**config.mk**
```make
export PLATFORM = sky130hd
export DESIGN_NAME = matrix_keypad_scanner_unit
export DESIGN_NICKNAME = d
export VERILOG_FILES = /design/src/rtl/kps_pkg.sv /design/src/rtl/kps_core.sv /design/src/rtl/matrix_keypad_scanner_unit.sv
export SDC_FILE = /design/constraint.sdc
export NUM_CORES = 1
export LEC_CHECK = 0
export BUFFER_PORTS_ARGS = -buffer_cell sky130_fd_sc_hd__buf_2
export CORE_MARGIN = 2
export CORE_UTILIZATION = 50
export CTS_BUF_LIST = sky130_fd_sc_hd__clkbuf_4 sky130_fd_sc_hd__clkbuf_8
export DETAILED_ROUTE_END_ITERATION = 10
export PLACE_DENSITY_LB_ADDON = 0.3
export SLEW_MARGIN = 20
export SYNTH_ARGS = -nofsm -noshare
export SYNTH_HDL_FRONTEND = slang
export SYNTH_HIERARCHICAL = 1
export SYNTH_SLANG_ARGS = --single-unit
```
**constraint.sdc**
```tcl
create_clock -name clock -period 8.8 [get_ports clock]
set_input_delay 1.32 -clock clock [delete_from_list [all_inputs] [get_ports clock]]
set_output_delay 1.32 -clock clock [all_outputs]
set_load 0.02 [all_outputs]
```
**src/rtl/kps_pkg.sv**
```systemverilog
// shared types, constants and the key map for the matrix keypad scanner
// no dependencies; imported by kps_core and matrix_keypad_scanner_unit
`default_nettype none

package kps_pkg;

   localparam int unsigned ROW_COUNT   = 4;
   localparam int unsigned COL_COUNT   = 4;
   localparam int unsigned TICK_W      = 16;
   localparam int unsigned CODE_W      = 7;
   localparam int unsigned ROW_IDX_W   = $clog2(ROW_COUNT);
   localparam int unsigned COL_IDX_W   = $clog2(COL_COUNT);
   localparam int unsigned CSR_IDX_W   = 2;

   // register indexes on the csr port
   localparam logic [CSR_IDX_W-1:0] CSR_SETTLE_TICKS   = 2'd0;
   localparam logic [CSR_IDX_W-1:0] CSR_DEBOUNCE_TICKS = 2'd1;
   localparam logic [CSR_IDX_W-1:0] CSR_FOUR_COLUMNS   = 2'd2;

   // register reset values
   localparam logic [TICK_W-1:0] SETTLE_RESET   = 16'd10;
   localparam logic [TICK_W-1:0] DEBOUNCE_RESET = 16'd20;

   // ascii codes of the symbol keys
   localparam logic [CODE_W-1:0] CODE_STAR = 7'd42;
   localparam logic [CODE_W-1:0] CODE_HASH = 7'd35;
   localparam logic [CODE_W-1:0] CODE_A    = 7'd65;
   localparam logic [CODE_W-1:0] CODE_B    = 7'd66;
   localparam logic [CODE_W-1:0] CODE_C    = 7'd67;
   localparam logic [CODE_W-1:0] CODE_D    = 7'd68;

   // one configuration write transaction
   typedef struct packed {
      logic                 valid;
      logic [CSR_IDX_W-1:0] index;
      logic [TICK_W-1:0]    data;
   } kps_csr_type;

   // one result transaction
   typedef struct packed {
      logic [ROW_COUNT-1:0] row_drive;
      logic                 key_valid;
      logic [CODE_W-1:0]    key_code;
      logic                 key_hit;
   } kps_result_type;

   // key position to key code
   function automatic logic [CODE_W-1:0] key_map(input logic [ROW_IDX_W-1:0] row,
                                                 input logic [COL_IDX_W-1:0] col);
      logic [CODE_W-1:0] code;
      unique case ({row, col})
         4'h0: code = 7'd7;
         4'h1: code = 7'd8;
         4'h2: code = 7'd9;
         4'h3: code = CODE_A;
         4'h4: code = 7'd4;
         4'h5: code = 7'd5;
         4'h6: code = 7'd6;
         4'h7: code = CODE_B;
         4'h8: code = 7'd1;
         4'h9: code = 7'd2;
         4'hA: code = 7'd3;
         4'hB: code = CODE_C;
         4'hC: code = CODE_STAR;
         4'hD: code = 7'd0;
         4'hE: code = CODE_HASH;
         4'hF: code = CODE_D;
         default: code = 7'd0;
      endcase
      return code;
   endfunction

endpackage

`default_nettype wire

```
**src/rtl/kps_core.sv**
```systemverilog
// scan sequencer: configuration registers, scan state machine, result logic
// depends on kps_pkg
`default_nettype none

module kps_core
   import kps_pkg::*;
(
   input  wire logic                 clock,
   input  wire logic                 reset,
   input  wire logic                 step,
   input  wire logic [COL_COUNT-1:0] column_lines,
   input  wire kps_csr_type          csr,
   output kps_result_type            result
);

   typedef enum logic [2:0] {
      PH_IDLE     = 3'd0,
      PH_SETTLE   = 3'd1,
      PH_DEBOUNCE = 3'd2,
      PH_SCAN     = 3'd3,
      PH_RELEASE  = 3'd4
   } phase_type;

   logic [TICK_W-1:0]    settle_ff;
   logic [TICK_W-1:0]    debounce_ff;
   logic                 four_columns_ff;

   phase_type            phase_ff, phase_in;
   logic [TICK_W-1:0]    wait_ff, wait_in;
   logic [ROW_IDX_W-1:0] row_ff, row_in;
   logic [CODE_W-1:0]    code_ff, code_in;
   logic                 hit_ff, hit_in;

   logic [COL_COUNT-1:0] col_mask;
   logic [COL_COUNT-1:0] pressed;
   logic [TICK_W-1:0]    wait_inc;
   logic                 col_found;
   logic [COL_IDX_W-1:0] col_sel;

   // configuration registers
   always_ff @(posedge clock) begin
      if (reset) begin
         settle_ff       <= SETTLE_RESET;
         debounce_ff     <= DEBOUNCE_RESET;
         four_columns_ff <= 1'b1;
      end else if (csr.valid) begin
         unique case (csr.index)
            CSR_SETTLE_TICKS:   settle_ff       <= csr.data;
            CSR_DEBOUNCE_TICKS: debounce_ff     <= csr.data;
            CSR_FOUR_COLUMNS:   four_columns_ff <= csr.data[0];
            default: ;
         endcase
      end
   end

   // active-high pressed columns, column 3 masked on a 4x3 keypad
   assign col_mask = four_columns_ff ? 4'hF : 4'h7;
   assign pressed  = ~column_lines & col_mask;

   // saturating tick counter increment
   assign wait_inc = (wait_ff != '1) ? wait_ff + 1'b1 : wait_ff;

   // lowest pressed column
   always_comb begin
      col_found = 1'b0;
      col_sel   = '0;
      for (int c = COL_COUNT - 1; c >= 0; c--) begin
         if (pressed[c]) begin
            col_found = 1'b1;
            col_sel   = COL_IDX_W'(c);
         end
      end
   end

   // next state and this tick's result
   always_comb begin
      phase_in = phase_ff;
      wait_in  = wait_ff;
      row_in   = row_ff;
      code_in  = code_ff;
      hit_in   = hit_ff;
      result   = '0;
      result.row_drive = '0;
      unique case (phase_ff)
         PH_SETTLE: begin
            wait_in = wait_inc;
            if (wait_inc >= settle_ff) begin
               phase_in = PH_DEBOUNCE;
               wait_in  = '0;
            end
         end
         PH_DEBOUNCE: begin
            wait_in = wait_inc;
            if (wait_inc >= debounce_ff) begin
               wait_in = '0;
               if (pressed != '0) begin
                  phase_in = PH_SCAN;
                  row_in   = '0;
                  code_in  = '0;
                  hit_in   = 1'b0;
               end else begin
                  phase_in = PH_IDLE;
               end
            end
         end
         PH_SCAN: begin
            result.row_drive = ~(ROW_COUNT'(1) << row_ff);
            wait_in = wait_inc;
            if (wait_inc >= settle_ff) begin
               wait_in = '0;
               if (col_found) begin
                  code_in = key_map(row_ff, col_sel);
                  hit_in  = 1'b1;
               end
               if (row_ff == ROW_IDX_W'(ROW_COUNT - 1)) begin
                  row_in   = '0;
                  phase_in = PH_RELEASE;
               end else begin
                  row_in = row_ff + 1'b1;
               end
            end
         end
         PH_RELEASE: begin
            wait_in = wait_inc;
            if (wait_inc >= settle_ff) begin
               wait_in = '0;
               if (pressed == '0) begin
                  result.key_valid = 1'b1;
                  result.key_code  = code_ff;
                  result.key_hit   = hit_ff;
                  phase_in         = PH_IDLE;
               end
            end
         end
         default: begin
            // idle, and any unused code behaves as idle
            phase_in = PH_IDLE;
            if (pressed != '0) begin
               phase_in = PH_SETTLE;
               wait_in  = '0;
            end
         end
      endcase
   end

   // scan state, advanced once per accepted tick
   always_ff @(posedge clock) begin
      if (reset) begin
         phase_ff <= PH_IDLE;
         wait_ff  <= '0;
         row_ff   <= '0;
         code_ff  <= '0;
         hit_ff   <= 1'b0;
      end else if (step) begin
         phase_ff <= phase_in;
         wait_ff  <= wait_in;
         row_ff   <= row_in;
         code_ff  <= code_in;
         hit_ff   <= hit_in;
      end
   end

   // row pointer only moves inside a scan
   a_row_outside_scan: assert property (@(posedge clock) disable iff (reset)
      phase_ff != PH_SCAN |-> row_ff == '0)
      else $error("row index not zero outside scan");

   // no press keeps the block idle
   a_idle_holds: assert property (@(posedge clock) disable iff (reset)
      step && phase_ff == PH_IDLE && pressed == '0 |=> phase_ff == PH_IDLE)
      else $error("left idle without a press");

   // a report ends the key cycle
   a_report_to_idle: assert property (@(posedge clock) disable iff (reset)
      step && result.key_valid |=> phase_ff == PH_IDLE)
      else $error("report did not return to idle");

endmodule

`default_nettype wire

```
**src/rtl/matrix_keypad_scanner_unit.sv**
```systemverilog
// top level of the matrix keypad scanner: handshakes and the result register
// depends on kps_pkg and kps_core
`default_nettype none

// Matrix keypad scanner for a 4-row keypad with 3 or 4 columns. Each request
// transaction is one timebase tick carrying the sampled active-low column
// lines; each one yields exactly one response transaction holding the row
// drive in effect for that sample, plus a key report (valid, code, hit) on
// the tick a released key is confirmed. One tick is taken per clock cycle:
// the scan state machine advances in the accepting cycle and the response
// sits in a single output register, so a new tick is accepted every cycle
// while the response side keeps up. Settle and debounce times are counted
// in ticks and set through the csr port (index 0 settle, 1 debounce,
// 2 four-column select); write them only while the block is idle.
module matrix_keypad_scanner_unit
   import kps_pkg::*;
(
   input  wire logic                 clock,
   input  wire logic                 reset,
   input  wire logic                 req_valid,
   output      logic                 req_ready,
   input  wire logic [COL_COUNT-1:0] req_column_lines,
   output      logic                 rsp_valid,
   input  wire logic                 rsp_ready,
   output      logic [ROW_COUNT-1:0] rsp_row_drive,
   output      logic                 rsp_key_valid,
   output      logic [CODE_W-1:0]    rsp_key_code,
   output      logic                 rsp_key_hit,
   input  wire logic                 csr_valid,
   output      logic                 csr_ready,
   input  wire logic [CSR_IDX_W-1:0] csr_index,
   input  wire logic [TICK_W-1:0]    csr_wdata
);

   logic           req_accept;
   kps_csr_type    csr_write;
   kps_result_type result;
   kps_result_type rsp_ff;
   logic           rsp_valid_ff;

   // handshakes
   assign req_ready  = !rsp_valid_ff || rsp_ready;
   assign req_accept = req_valid && req_ready;
   assign csr_ready  = 1'b1;

   assign csr_write.valid = csr_valid;
   assign csr_write.index = csr_index;
   assign csr_write.data  = csr_wdata;

   kps_core u_core (
      .clock        (clock),
      .reset        (reset),
      .step         (req_accept),
      .column_lines (req_column_lines),
      .csr          (csr_write),
      .result       (result)
   );

   // response register
   always_ff @(posedge clock) begin
      if (reset) begin
         rsp_valid_ff <= 1'b0;
      end else if (req_ready) begin
         rsp_valid_ff <= req_valid;
      end
   end

   always_ff @(posedge clock) begin
      if (req_accept) begin
         rsp_ff <= result;
      end
   end

   assign rsp_valid     = rsp_valid_ff;
   assign rsp_row_drive = rsp_ff.row_drive;
   assign rsp_key_valid = rsp_ff.key_valid;
   assign rsp_key_code  = rsp_ff.key_code;
   assign rsp_key_hit   = rsp_ff.key_hit;

   // every accepted tick shows up as a response next cycle
   a_accept_to_rsp: assert property (@(posedge clock) disable iff (reset)
      req_accept |=> rsp_valid)
      else $error("accepted transaction produced no response");

   // hit and code are only reported with a key
   a_hit_needs_valid: assert property (@(posedge clock) disable iff (reset)
      rsp_valid && !rsp_key_valid |-> !rsp_key_hit && rsp_key_code == '0)
      else $error("key fields set without a report");

   // a stalled response stays put
   a_rsp_held: assert property (@(posedge clock) disable iff (reset)
      rsp_valid && !rsp_ready |=> rsp_valid
         && $stable({rsp_row_drive, rsp_key_valid, rsp_key_code, rsp_key_hit}))
      else $error("stalled response changed");

endmodule

`default_nettype wire
```
# After elaboration in Yosys (flattened, before gate mapping)
# Memories as Yosys holds them, arrays and structs flattened.
# Index checks and enable logic that the tools add are counted.
[totals]
mem_count = 1
output_inout_bits = 16
in_bits = 27
mem_bits_ro = 96
wordCells = 95
ff_bits = 76
[op_classes]
addsub = 2
muxes = 39
n_bitwise = 3
n_eq_ne = 16
shift = 1
order_cmp = 2
n_reduce_logical = 18
[mem_list]
columns = ["name", "words", "word_bits", "read_ports", "rd_clocked_by_memory_dff", "wr", "line", "text"]
rows = [
  ["(no name shown)", 16, 6, 1, 0, 0, "kps_pkg.sv:51", "unique case ({row, col})"],
]
[op_table]
columns = ["operator", "count"]
rows = [
  ["$mux 16", 4],
  ["$ge 16x16->1", 2],
  ["$pmux 16 s2", 1],
  ["$mux 7", 4],
  ["$mux 2", 9],
  ["$mux 3", 6],
  ["$add 16x1->16 const B", 1],
  ["$ne 16x16->1 const B", 1],
  ["$ne 2x1->1 const B", 8],
  ["$pmux 7 s2", 1],
  ["$pmux 3 s4", 1],
  ["$reduce_and 2->1", 5],
  ["$mux 1", 9],
  ["$mux 9", 1],
  ["$not 4->4", 2],
  ["$reduce_and 7->1", 1],
  ["$eq 3x2->1 const B", 2],
  ["$reduce_and 6->1", 1],
  ["$reduce_and 5->1", 1],
  ["$and 4x4->4", 1],
  ["$eq 2x2->1 const B", 2],
  ["$logic_not 4->1", 1],
  ["$mux 4", 1],
  ["$pmux 2 s2", 1],
  ["15 further kinds", 15],
]

# Depth between registers and ports, before layout
# Gate-level depths: netlist (run 1).
# An unclocked memory read counts as a cell.
[logic_depth]
depth_word = 10
depth_mapped = 15
ltp_nobuf = 14

# Hierarchy
# Netlist (run 1), hierarchy kept.
[modules_own_cells]
columns = ["mod", "area_each_um2", "seq_area_each_um2", "instances", "cells_per_inst"]
rows = [
  ["kps_core", 3832.4, 1221.2, 1, 502],
  ["matrix_keypad_scanner_unit", 456.7, 410.4, 1, 20],
]

# Worst setup path before layout (run 1)
# No wires, ideal clock.
[synth_path]
path_type = "register -> register"
from = "reg u_core.wait_ff[0]"
to = "reg u_core.code_ff[3]"
t_arrival_ps = 3388
required_ps = 8668
n_path_buf = 1
synth_period_minus_slack_ps = 3520
stages_incl_launch_ff = 15
setup_slack_ps = 5280
setup_ps = 132
path_cell_list = "dfxtp_1 ha_1 nand3_1 nor4_2 nand2_1 mux2_2 ha_1 nor2b_1 o211a_1 o311ai_2 nand3_2 o2111ai_1 buf_2 or4_1 a21oi_1"
[synth_between]
elab_chain_cells = 5
elab_cells_between_ends = 8
classes_between = "1 x add/sub; 2 x order compare; 3 x eq/ne; 1 x mux; 1 x reduce/logical"
[synth_rtl]
columns = ["item", "line", "text"]
rows = [
  ["from (decl)", "kps_core.sv:29", "logic [TICK_W-1:0] wait_ff, wait_in;"],
  ["from (signal assigned)", "kps_core.sv:156", "wait_ff <= wait_in;"],
  ["$add 16x1->16 or $ne 16x16->1 (tied branches)", "kps_core.sv:61", "assign wait_inc = (wait_ff != '1) ? wait_ff + 1'b1 : wait_ff;"],
  ["$mux 16 (*)", "kps_core.sv:61", ""],
  ["$ge 16x16->1 (on tied branches)", "kps_core.sv:109, kps_core.sv:94", ""],
  ["$ne 2x1->1 (no line)", "n/a", ""],
  ["$reduce_and 6->1 (no line) (*)", "n/a", ""],
  ["to (signal assigned)", "kps_core.sv:158", "code_ff <= code_in;"],
  ["to (decl)", "kps_core.sv:31", "logic [CODE_W-1:0] code_ff, code_in;"],
]
# Mark *: on every way between the ends. The rest lies on a longest branch, timed or not.
# A chain may end at the register's enable or synchronous reset.

# Worst setup path in the final report (run 1)
# Same ends and word-level chain as after synthesis.

==> results.sh, run 1 <==
export IMPL_regArea_um2=1630
export IMPL_power_switching_mw=0.184
export IMPL_die_x_um=96.6
export IMPL_final_layout_size_suffix_gt1_frac=0.139
export IMPL_p_clk_frac=0.429
export IMPL_drtIter0Drc=326
export IMPL_crit_path_end_kind="flop"
export IMPL_setup_tns_final_ns=0
export IMPL_final_common_cell="nand2_1"
export IMPL_dr_max_layer_used="met4"
export IMPL_hold_violations=0
export IMPL_fin_ws_ns=4.48
export IMPL_slew_viol_final=0
export IMPL_synthToLayoutAreaGrowth_pct=12.0
export IMPL_comb_power_share=0.092
export IMPL_initial_core_util=0.519
export IMPL_drtAntennaViolNets=0
export IMPL_ys_types=57
export IMPL_grt_pass1_wl_um=15700
export IMPL_cp_slowest_stage_delay_ns=0.58
export IMPL_synth_seq_cells=75
export IMPL_slew_headroom=0.366
export IMPL_synth_main_ff_cell="dfxtp_1"
export IMPL_cts_resized=0
export IMPL_crit_arrival_ns=4.52
export IMPL_syn_inst=522
export IMPL_crit_path_frequent_cell="ha_1"
export IMPL_synth_edf_count=13
export IMPL_dr_pass1_iters=6
export IMPL_place_ws_ns=4.53
export IMPL_path_clk_slew_ns=0.08
export IMPL_seq_area_frac_synth=0.380
export IMPL_htree_num_levels=3
export IMPL_cp_top_family="simple AND/OR/NAND/NOR gates"
export IMPL_dp_hpwl_um=6760
export IMPL_clockBufferDepth=2
export IMPL_fmax_ghz=0.231
export IMPL_path_cells="ha_1 > nand3_1 > nor4_2 > nand2_1 > mux2_2 > ha_1 > nor2b_1 > o211a_1 > o311ai_2 > nand3_2 > o2111ai_1 > or4_1 > a21oi_1"
export IMPL_cts_made_buffers=9
export IMPL_seqPwrFrac=0.479
export IMPL_setup_viol=0
export IMPL_insertedDiodeCount=0
export IMPL_rows=33
export IMPL_overflow=0
export IMPL_die_y_um=96.6
export IMPL_grt_usage=0.203
export IMPL_drc=0
export IMPL_min_path_type="reg2reg"
export IMPL_grt_max_degree=51
export IMPL_whs_ns=0.457
export IMPL_multi_input_area_um2=2430
export IMPL_syn_nets=593
export IMPL_core_area_um2=8260
export IMPL_fin_crit_sh=0.491
export IMPL_io_pins=43
export IMPL_avgRoutedWirePerCell_um=14.0
export IMPL_switching_share=0.242
export IMPL_wl_met1_um=4500
export IMPL_max_cap_violations=0
export IMPL_period_minus_slack_ns=4.32
export IMPL_power_density_nw_per_um2=158
export IMPL_viasPerCell=5.60
export IMPL_cts_tree="done"
export IMPL_final_cell_mix="nand2_1 (94), dfxtp_1 (62), a21oi_1 (58)"
export IMPL_gp_congestion=0.843
export IMPL_syn_cell_area_um2=4290
export IMPL_fin_nets=626
export IMPL_hold_buffers=0
export IMPL_ys_warn_count=6
export IMPL_port_buffers=41
export IMPL_worstSkewPairLatency_ns=0.35
export IMPL_p_int_mw=0.575
export IMPL_die_area_um2=9340
export IMPL_wl_met3_um=613
export IMPL_worstMarginPinSlew_ns=0.952
export IMPL_r2r_slack_ns=4.48
export IMPL_vias=3723
export IMPL_rsz0062_at_grt="false"
export IMPL_post_cts_buffers=0
export IMPL_crit_fanout=11
export IMPL_routed_wl_met2_um=4030
export IMPL_cts_sinks=75
export IMPL_synthArstFlopShare=0
export IMPL_p_leak_nw=1.99
export IMPL_outcome="finished clean"
export IMPL_vdd_ir_drop_max_v=0.0000962
export IMPL_fillers=759
export IMPL_avgSynthCellArea_um2=8.22
export IMPL_startpoint_type="flop"
export IMPL_crit_type="reg2reg"
export IMPL_routed_wl_um=9320
export IMPL_cp_num_buf_inv=0
export IMPL_worst_clock_skew_ns=0.00559
export IMPL_grt_antenna_before_repair=0
export IMPL_cp_required_ns=9.00
export IMPL_cp_slowest_cell="o2111ai_1"
export IMPL_grt_pass1_vias=3364
export IMPL_root_buffer="clkbuf_8"
## cells by family after synthesis
logic type	count (synthesis)	synth area share
other	2	0.00175
buffers and inverters	62	0.0566
muxes	5	0.0152
DFF	75	0.380
and+or+nand+nor	197	0.219
xor gates and xnor gates	8	0.0163
adders and majority gates	44	0.128
AOI/OAI and AO/OA	129	0.182
## layer usage
layer,GRT usage,vias to the layer above
met1,0.288,1698
met3,0.0549,25
met2,0.301,122
li1,-,1878
met4,0.0661,0
met5,0,-
## metrics by stage
stage / power [mW] / std cells / cell area [um2] / util
final: 0.758 / 665 / 4800 / 0.582
after detailed placement: 0.440 / 649 / 4550 / 0.551
after floorplan: 0.419 / 522 / 4290 / -
after global routing: 0.790 / 665 / 4800 / 0.582
after CTS: 0.762 / 665 / 4790 / 0.580
after global placement: 0.438 / 649 / 4550 / 0.551
## cell usage after synthesis, types with 2 or more instances
master     instances  area (um2)
a2111oi_0          2        17.5
a211oi_1           4        30.0
a21o_1             2        15.0
a21oi_1           58         290
a21oi_2            3        26.3
a22o_1             3        26.3
a22oi_1            7        52.6
a31oi_1            4        25.0
and2_1            10        62.6
and3_1             3        18.8
buf_2              2        10.0
buf_4              2        15.0
clkbuf_1          14        52.6
conb_1             2        7.51
dfxtp_1           62        1240
edfxtp_1          13         390
ha_1              44         551
inv_1             43         161
mux2_2             2        22.5
mux2i_1            2        20.0
nand2_1           94         353
nand2b_1           2        12.5
nand3_1           13        65.1
nand3b_1           3        22.5
nand4_1           12        75.1
nor2_1            34         128
nor2b_1            6        37.5
nor3_1             4        20.0
o2111ai_1          2        17.5
o211ai_1           4        30.0
o21ai_0           26         130
o21ai_1            2        10.0
o31ai_1            2        15.0
or2_2              5        31.3
or4_1              3        22.5
xnor2_1            7        61.3
## registers in the layout, summed over array words and instances, names as in the netlist
register                flops
rsp_key_code                7
rsp_valid                   1
u_core/debounce_ff         16
rsp_row_drive               4
u_core/wait_ff             16
u_core/row_ff               2
u_core/hit_ff               1
u_core/four_columns_ff      1
u_core/phase_ff             3
rsp_key_hit                 1
u_core/code_ff              6
u_core/settle_ff           16
rsp_key_valid               1
## worst min-delay path, stage by stage, from the launching register on
cell and delay [ns]:
dfxtp_1 0.31, nand2_1 0.05, a21oi_1 0.05
## cell type report
type / count / share of cell area
Tap cell: 105 / 0.0274
Clock buffer: 10 / 0.0274
Sequential cell: 75 / 0.340
Clock inverter: 6 / 0.0234
Inverter: 43 / 0.0336
Multi-Input combinational cell: 385 / 0.506
Timing Repair Buffer: 41 / 0.0427
## power by group through the flow
stage | clock (mW) | sequential (mW) | combinational [mW]
after floorplan | 0 | 0.373 | 0.0453
after global placement | 0 | 0.371 | 0.0674
after detailed placement | 0 | 0.371 | 0.0686
after CTS | 0.330 | 0.363 | 0.0690
after global routing | 0.348 | 0.364 | 0.0781
final | 0.325 | 0.363 | 0.0697
## path summary, 6_finish.rpt
check | from | to | depth (start not counted)
setup reg to reg | u_core/wait_ff[0] | u_core/code_ff[3] | 13
hold reg to reg | u_core/debounce_ff[1] | u_core/debounce_ff[1] | 2
hold / removal | u_core/debounce_ff[1] | u_core/debounce_ff[1] | 2
setup / recovery | u_core/wait_ff[0] | u_core/code_ff[3] | 13
Note: power is estimated with default switching activity, not from simulation.
==> inputs of run 2 (changes only) <==
==> constraint.sdc (replaced) <==
create_clock -name clock -period 4.2 [get_ports clock]
set_input_delay 0.63 -clock clock [delete_from_list [all_inputs] [get_ports clock]]
set_output_delay 0.63 -clock clock [all_outputs]
set_load 0.02 [all_outputs]
==> run 2 against run 1 <==
Against the previous run:
- clock power rose by 110%
- critical path type unchanged
- non-clock buffer count increased by 4
- cell count up 0.60%
- first-iteration DRC count fell by 4.0%
- sequential share of layout area decreased by 0.58 points
==> results.sh, run 2 (synthesized netlist as in run 1, its figures left out) <==
export IMPL_outcome="finished clean"
export IMPL_drtAntennaViolNets=0
export IMPL_crit_path_end_kind="flop"
export IMPL_switching_share=0.240
export IMPL_viasPerCell=5.72
export IMPL_cp_num_buf_inv=0
export IMPL_cp_slowest_cell="dfxtp_1"
export IMPL_cts_tree="done"
export IMPL_period_minus_slack_ns=3.96
export IMPL_startpoint_type="flop"
export IMPL_clockBufferDepth=2
export IMPL_comb_power_share=0.097
export IMPL_setup_viol=0
export IMPL_vdd_ir_drop_max_v=0.000246
export IMPL_die_area_um2=9340
export IMPL_fin_crit_sh=0.942
export IMPL_avgRoutedWirePerCell_um=14.7
export IMPL_min_to="u_core/debounce_ff[8]"
export IMPL_worstHoldStart="u_core/debounce_ff[8]"
export IMPL_initial_core_util=0.519
export IMPL_worstMarginPinSlew_ns=0.753
export IMPL_grt_usage=0.212
export IMPL_path_clk_slew_ns=0.08
export IMPL_crit_fanout=9
export IMPL_synthToLayoutAreaGrowth_pct=13.9
export IMPL_hold_buffers=0
export IMPL_vias=3827
export IMPL_drtIter0Drc=313
export IMPL_root_buffer="clkbuf_8"
export IMPL_cp_slowest_stage_delay_ns=0.43
export IMPL_dp_hpwl_um=6990
export IMPL_final_cell_mix="nand2_1 (94), dfxtp_1 (62), a21oi_1 (58)"
export IMPL_cp_top_family="simple AND/OR/NAND/NOR gates"
export IMPL_min_path_type="reg2reg"
export IMPL_r2r_slack_ns=0.24
export IMPL_crit_arrival_ns=4.26
export IMPL_p_clk_frac=0.426
export IMPL_hold_depth=2
export IMPL_slew_viol_final=0
export IMPL_fin_nets=630
export IMPL_fin_ws_ns=0.243
export IMPL_grt_pass1_vias=3557
export IMPL_p_int_mw=1.21
export IMPL_htree_num_levels=3
export IMPL_dr_pass1_iters=5
export IMPL_cts_sinks=75
export IMPL_power_density_nw_per_um2=326
export IMPL_grt_antenna_before_repair=0
export IMPL_reg_top3="u_core/debounce_ff x16, u_core/settle_ff x16, u_core/wait_ff x16"
export IMPL_insertedDiodeCount=0
export IMPL_p_leak_nw=2.03
export IMPL_worstSkewPairLatency_ns=0.35
export IMPL_rows=33
export IMPL_r2r_cells=13
export IMPL_fmax_ghz=0.253
export IMPL_power_switching_mw=0.383
export IMPL_post_cts_buffers=0
export IMPL_grt_max_degree=51
export IMPL_stdcell_count=669
export IMPL_port_buffers=41
export IMPL_r2r_start="u_core/wait_ff[0]"
export IMPL_final_layout_size_suffix_gt1_frac=0.149
export IMPL_routed_wl_um=9830
export IMPL_gp_congestion=0.885
export IMPL_core_area_um2=8260
export IMPL_worst_clock_skew_ns=0.00848
export IMPL_drc=0
export IMPL_final_common_cell="nand2_1"
export IMPL_rsz0062_at_grt="true"
export IMPL_max_cap_violations=0
export IMPL_slew_headroom=0.497
export IMPL_crit_type="reg2reg"
export IMPL_hold_violations=0
export IMPL_seqPwrFrac=0.478
export IMPL_placedCellCount=653
export IMPL_die_y_um=96.6
export IMPL_io_pins=43
export IMPL_cp_required_ns=4.50
export IMPL_overflow=0
export IMPL_path_cells="ha_1 > nand3_1 > nor4_4 > nand2_1 > mux2_2 > ha_1 > nor2b_1 > o211a_1 > o311ai_2 > nand3_1 > a21oi_4 > a21boi_0 > a21o_1"
export IMPL_die_x_um=96.6
export IMPL_cts_made_buffers=9
export IMPL_place_ws_ns=0.0555
export IMPL_rr_endpoint="u_core/wait_ff[4]"
export IMPL_grt_pass1_wl_um=16500
-- run 2: cell types whose count changed in the layout (fill, tap and decap cells not counted), sizes merged --
cell    previous run  this run
clkbuf            10        11
buf               41        45
inv               44        43
-- run 2: final cells by class --
cell class	instances	area [um2]
Tap cell	105	131
Timing Repair Buffer	45	235
Clock inverter	5	104
Inverter	43	161
Clock buffer	11	139
Multi-Input combinational cell	385	2480
Fill cell	724	3370
Sequential cell	75	1630
-- run 2: worst max-delay path by stage --
| stage | startpoint | endpoint | slack (ns) | cells past startpoint |
|---|---|---|---|---|
| after global routing | u_core/wait_ff[0] | u_core/code_ff[5] | -0.05 | 15 |
| after CTS | u_core/wait_ff[0] | u_core/wait_ff[4] | 0.15 | 14 |
| after detailed placement | u_core/wait_ff[0] | u_core/code_ff[3] | 0.06 | 13 |
| after global placement | u_core/wait_ff[0] | u_core/code_ff[5] | 0.22 | 13 |
| after floorplan | u_core/wait_ff[0] | u_core/code_ff[3] | 0.68 | 14 |
| final | u_core/wait_ff[0] | u_core/wait_ff[4] | 0.24 | 13 |
-- run 2: repair_timing --
| action | CTS | global route |
|---|---|---|
| setup endpoints to repair | 9 | 26 |
| endpoints found under the hold margin | 0 | 0 |
| resized for setup | 1 | 7 |
-- run 2: stage by stage --
step                      total power [mW]  hold slack, ns   util  TNS [ns]  area [um2]
after detailed placement             0.925           0.448  0.555         0        4580
after CTS                             1.60           0.459  0.585         0        4830
after global routing                  1.65           0.487  0.592   -0.0581        4890
after floorplan                      0.877           0.436      -         0        4290
after global placement               0.921           0.444  0.555         0        4580
final                                 1.59           0.459  0.592         0        4890
-- run 2: worst reg2reg max path: cells and delay by family (launching register included) --
kind                     cells  cell delay [ns]
AND/OR/NAND/NOR              5             1.32
AO/OA/AOI/OAI                5             1.27
adder cells (fa/ha/maj)      2             0.54
flip-flops                   1             0.43
multiplexers                 1             0.36
-- run 2: power groups by stage --
stage	registers [mW]	logic (mW)	clock network, mW
floorplan	0.782	0.0950	0
finish	0.761	0.154	0.678
global route	0.764	0.170	0.719
global placement	0.777	0.144	0
CTS	0.761	0.148	0.688
detailed placement	0.778	0.146	0
-- run 2: metal layers --
layer,routed length (um),up-vias,share of wire,global-route usage
li1,-,1887,-,-
met1,4560,1797,0.46,0.288
met2,4530,118,0.46,0.331
met3,549,25,0.056,0.0499
met4,193,0,0.020,0.0769
met5,0,-,0,0
==> inputs of run 3 (changes only) <==
--- a/config.mk
+++ b/config.mk
@@ -11,6 +11,7 @@
 export CTS_BUF_LIST = sky130_fd_sc_hd__clkbuf_4 sky130_fd_sc_hd__clkbuf_8
 export DETAILED_ROUTE_END_ITERATION = 10
 export PLACE_DENSITY_LB_ADDON = 0.3
+export SETUP_SLACK_MARGIN = 0.3
 export SLEW_MARGIN = 20
 export SYNTH_ARGS = -nofsm -noshare
 export SYNTH_HDL_FRONTEND = slang
==> run 3 against run 2 <==
Against the previous run:
- combinational power is 5% higher
- clock power hardly changed
- fmax is 5.4% higher
- core utilization is 1.6 points higher
- highest routed layer unchanged
==> results.sh, run 3 (synthesized netlist as in run 1, its figures left out) <==
export IMPL_grt_usage=0.216
export IMPL_routed_wl_um=10600
export IMPL_r2r_start="u_core/wait_ff[5]"
export IMPL_drc=0
export IMPL_grt_max_degree=51
export IMPL_power_density_nw_per_um2=319
export IMPL_fin_util=0.608
export IMPL_dp_hpwl_um=6990
export IMPL_viasPerCell=5.84
export IMPL_cp_required_ns=4.48
export IMPL_fin_ws_ns=0.444
export IMPL_fin_nets=640
export IMPL_initial_core_util=0.519
export IMPL_synthToLayoutAreaGrowth_pct=17.0
export IMPL_drtAntennaViolNets=0
export IMPL_crit_type="reg2reg"
export IMPL_setup_tns_final_ns=0
export IMPL_final_common_cell="nand2_1"
export IMPL_setup_viol=0
export IMPL_hold_buffers=0
export IMPL_final_layout_size_suffix_gt1_frac=0.192
export IMPL_grt_pass1_vias=3590
export IMPL_fin_area_um2=5020
export IMPL_cp_slowest_stage_delay_ns=0.51
export IMPL_r2r_cells=14
export IMPL_crit_arrival_ns=4.04
export IMPL_fin_crit_sh=0.894
export IMPL_cts_sinks=75
export IMPL_fillers=710
export IMPL_r2r_slack_ns=0.44
export IMPL_whs_ns=0.459
export IMPL_worstMarginPinSlew_ns=0.745
export IMPL_worstHoldStart="u_core/debounce_ff[8]"
export IMPL_rr_endpoint="u_core/code_ff[5]"
export IMPL_cp_num_buf_inv=1
export IMPL_max_cap_violations=0
export IMPL_root_buffer="clkbuf_8"
export IMPL_die_y_um=96.6
export IMPL_overflow=0
export IMPL_reg_top3="u_core/debounce_ff x16, u_core/settle_ff x16, u_core/wait_ff x16"
export IMPL_grt_antenna_before_repair=0
export IMPL_vdd_ir_drop_max_v=0.000246
export IMPL_worst_clock_skew_ns=0.00970
export IMPL_cts_made_buffers=9
export IMPL_regArea_um2=1640
export IMPL_min_path_type="reg2reg"
export IMPL_htree_num_levels=3
export IMPL_cp_top_family="simple AND/OR/NAND/NOR gates"
export IMPL_p_leak_nw=2.08
export IMPL_slew_viol_final=0
export IMPL_die_x_um=96.6
export IMPL_clockBufferDepth=2
export IMPL_path_cells="nand3_1 > nor2_1 > o21ai_0 > buf_4 > o21a_1 > or2_2 > ha_1 > nand4_1 > nor2_1 > nand4_1 > o21ai_2 > o2111ai_2 > or4_1 > a21oi_1"
export IMPL_vias=3968
export IMPL_slew_headroom=0.503
export IMPL_port_buffers=41
export IMPL_worstSkewPairLatency_ns=0.35
export IMPL_drtIter0Drc=490
export IMPL_core_area_um2=8260
export IMPL_rsz0062_at_grt="false"
export IMPL_placed_cell_area_um2=4580
export IMPL_cp_startpoint="u_core/wait_ff[5]"
export IMPL_final_cell_mix="nand2_1 (92), a21oi_1 (58), dfxtp_1 (57)"
export IMPL_outcome="finished clean"
export IMPL_gp_congestion=0.885
export IMPL_path_clk_slew_ns=0.08
export IMPL_die_area_um2=9340
export IMPL_cp_slowest_cell="or4_1"
export IMPL_hold_violations=0
export IMPL_period_minus_slack_ns=3.76
export IMPL_insertedDiodeCount=0
export IMPL_rows=33
export IMPL_multi_input_area_um2=2550
export IMPL_dr_pass1_iters=5
export IMPL_place_ws_ns=0.0555
export IMPL_startpoint_type="flop"
export IMPL_cts_tree="done"
export IMPL_grt_pass1_wl_um=16800
export IMPL_crit_path_end_kind="flop"
export IMPL_fmax_ghz=0.266
export IMPL_avgRoutedWirePerCell_um=15.6
export IMPL_endpoint="u_core/code_ff[5]"
export IMPL_io_pins=43
export IMPL_worst_path_stages=14
export IMPL_crit_fanout=6
[run 3: cell count changes in the layout (fill, tap and decap cells not counted), sizes merged]
| cell | previous run | this run |
|---|---|---|
| a21oi | 61 | 62 |
| o2111ai | 2 | 3 |
| buf | 45 | 53 |
[run 3: worst min-delay path by stage]
stage / to / slack [ns] / depth (start not counted)
final: u_core/debounce_ff[8] / 0.46 / 2
after floorplan: u_core/debounce_ff[10] / 0.44 / 2
after CTS: u_core/settle_ff[4] / 0.46 / 2
after global routing: u_core/settle_ff[7] / 0.49 / 2
after detailed placement: u_core/debounce_ff[8] / 0.45 / 2
after global placement: u_core/settle_ff[14] / 0.44 / 2
[run 3: timing repair]
action / 4_1_cts / 5_1_grt
gates resized for setup: 8 / 16
gates cloned: 0 / 2
pin swaps: 2 / 11
buffers inserted: 2 / 6
endpoints found under the setup margin: 25 / 36
[run 3: final cells by class]
type,count,area share
repair buffers,53,0.0588
well taps,105,0.0262
multi-input cells,387,0.508
inverters,43,0.0322
flip-flops and latches,75,0.326
clock buffers,11,0.0277
clock inverters,5,0.0207
[run 3: tightest hold or removal path, delay by kind of cell, from the launching register on]
| kind | cells | cell delay (ns) |
|---|---|---|
| AOI/OAI and AO/OA | 1 | 0.05 |
| DFF | 1 | 0.31 |
| and+or+nand+nor | 1 | 0.05 |
[run 3: metal layers]
| layer | vias to the layer above | track usage | routed length, um |
|---|---|---|---|
| met1 | 1856 | 0.294 | 4710 |
| li1 | 1912 | - | - |
| met3 | 25 | 0.0462 | 737 |
| met2 | 175 | 0.342 | 4910 |
| met4 | 0 | 0.0715 | 205 |
| met5 | - | 0 | 0 |
[run 3: metrics by stage]
stage | total power, mW | std cells
after floorplan | 0.877 | 522
after global routing | 1.66 | 679
final | 1.60 | 679
after CTS | 1.60 | 671
after detailed placement | 0.925 | 653
after global placement | 0.921 | 653
[run 3: power by group]
part	switching (mW)	leakage (nW)	internal, mW
registers	0.0127	0.636	0.749
clock network	0.270	0.124	0.408
logic	0.106	1.32	0.0551
total	0.388	2.08	1.21
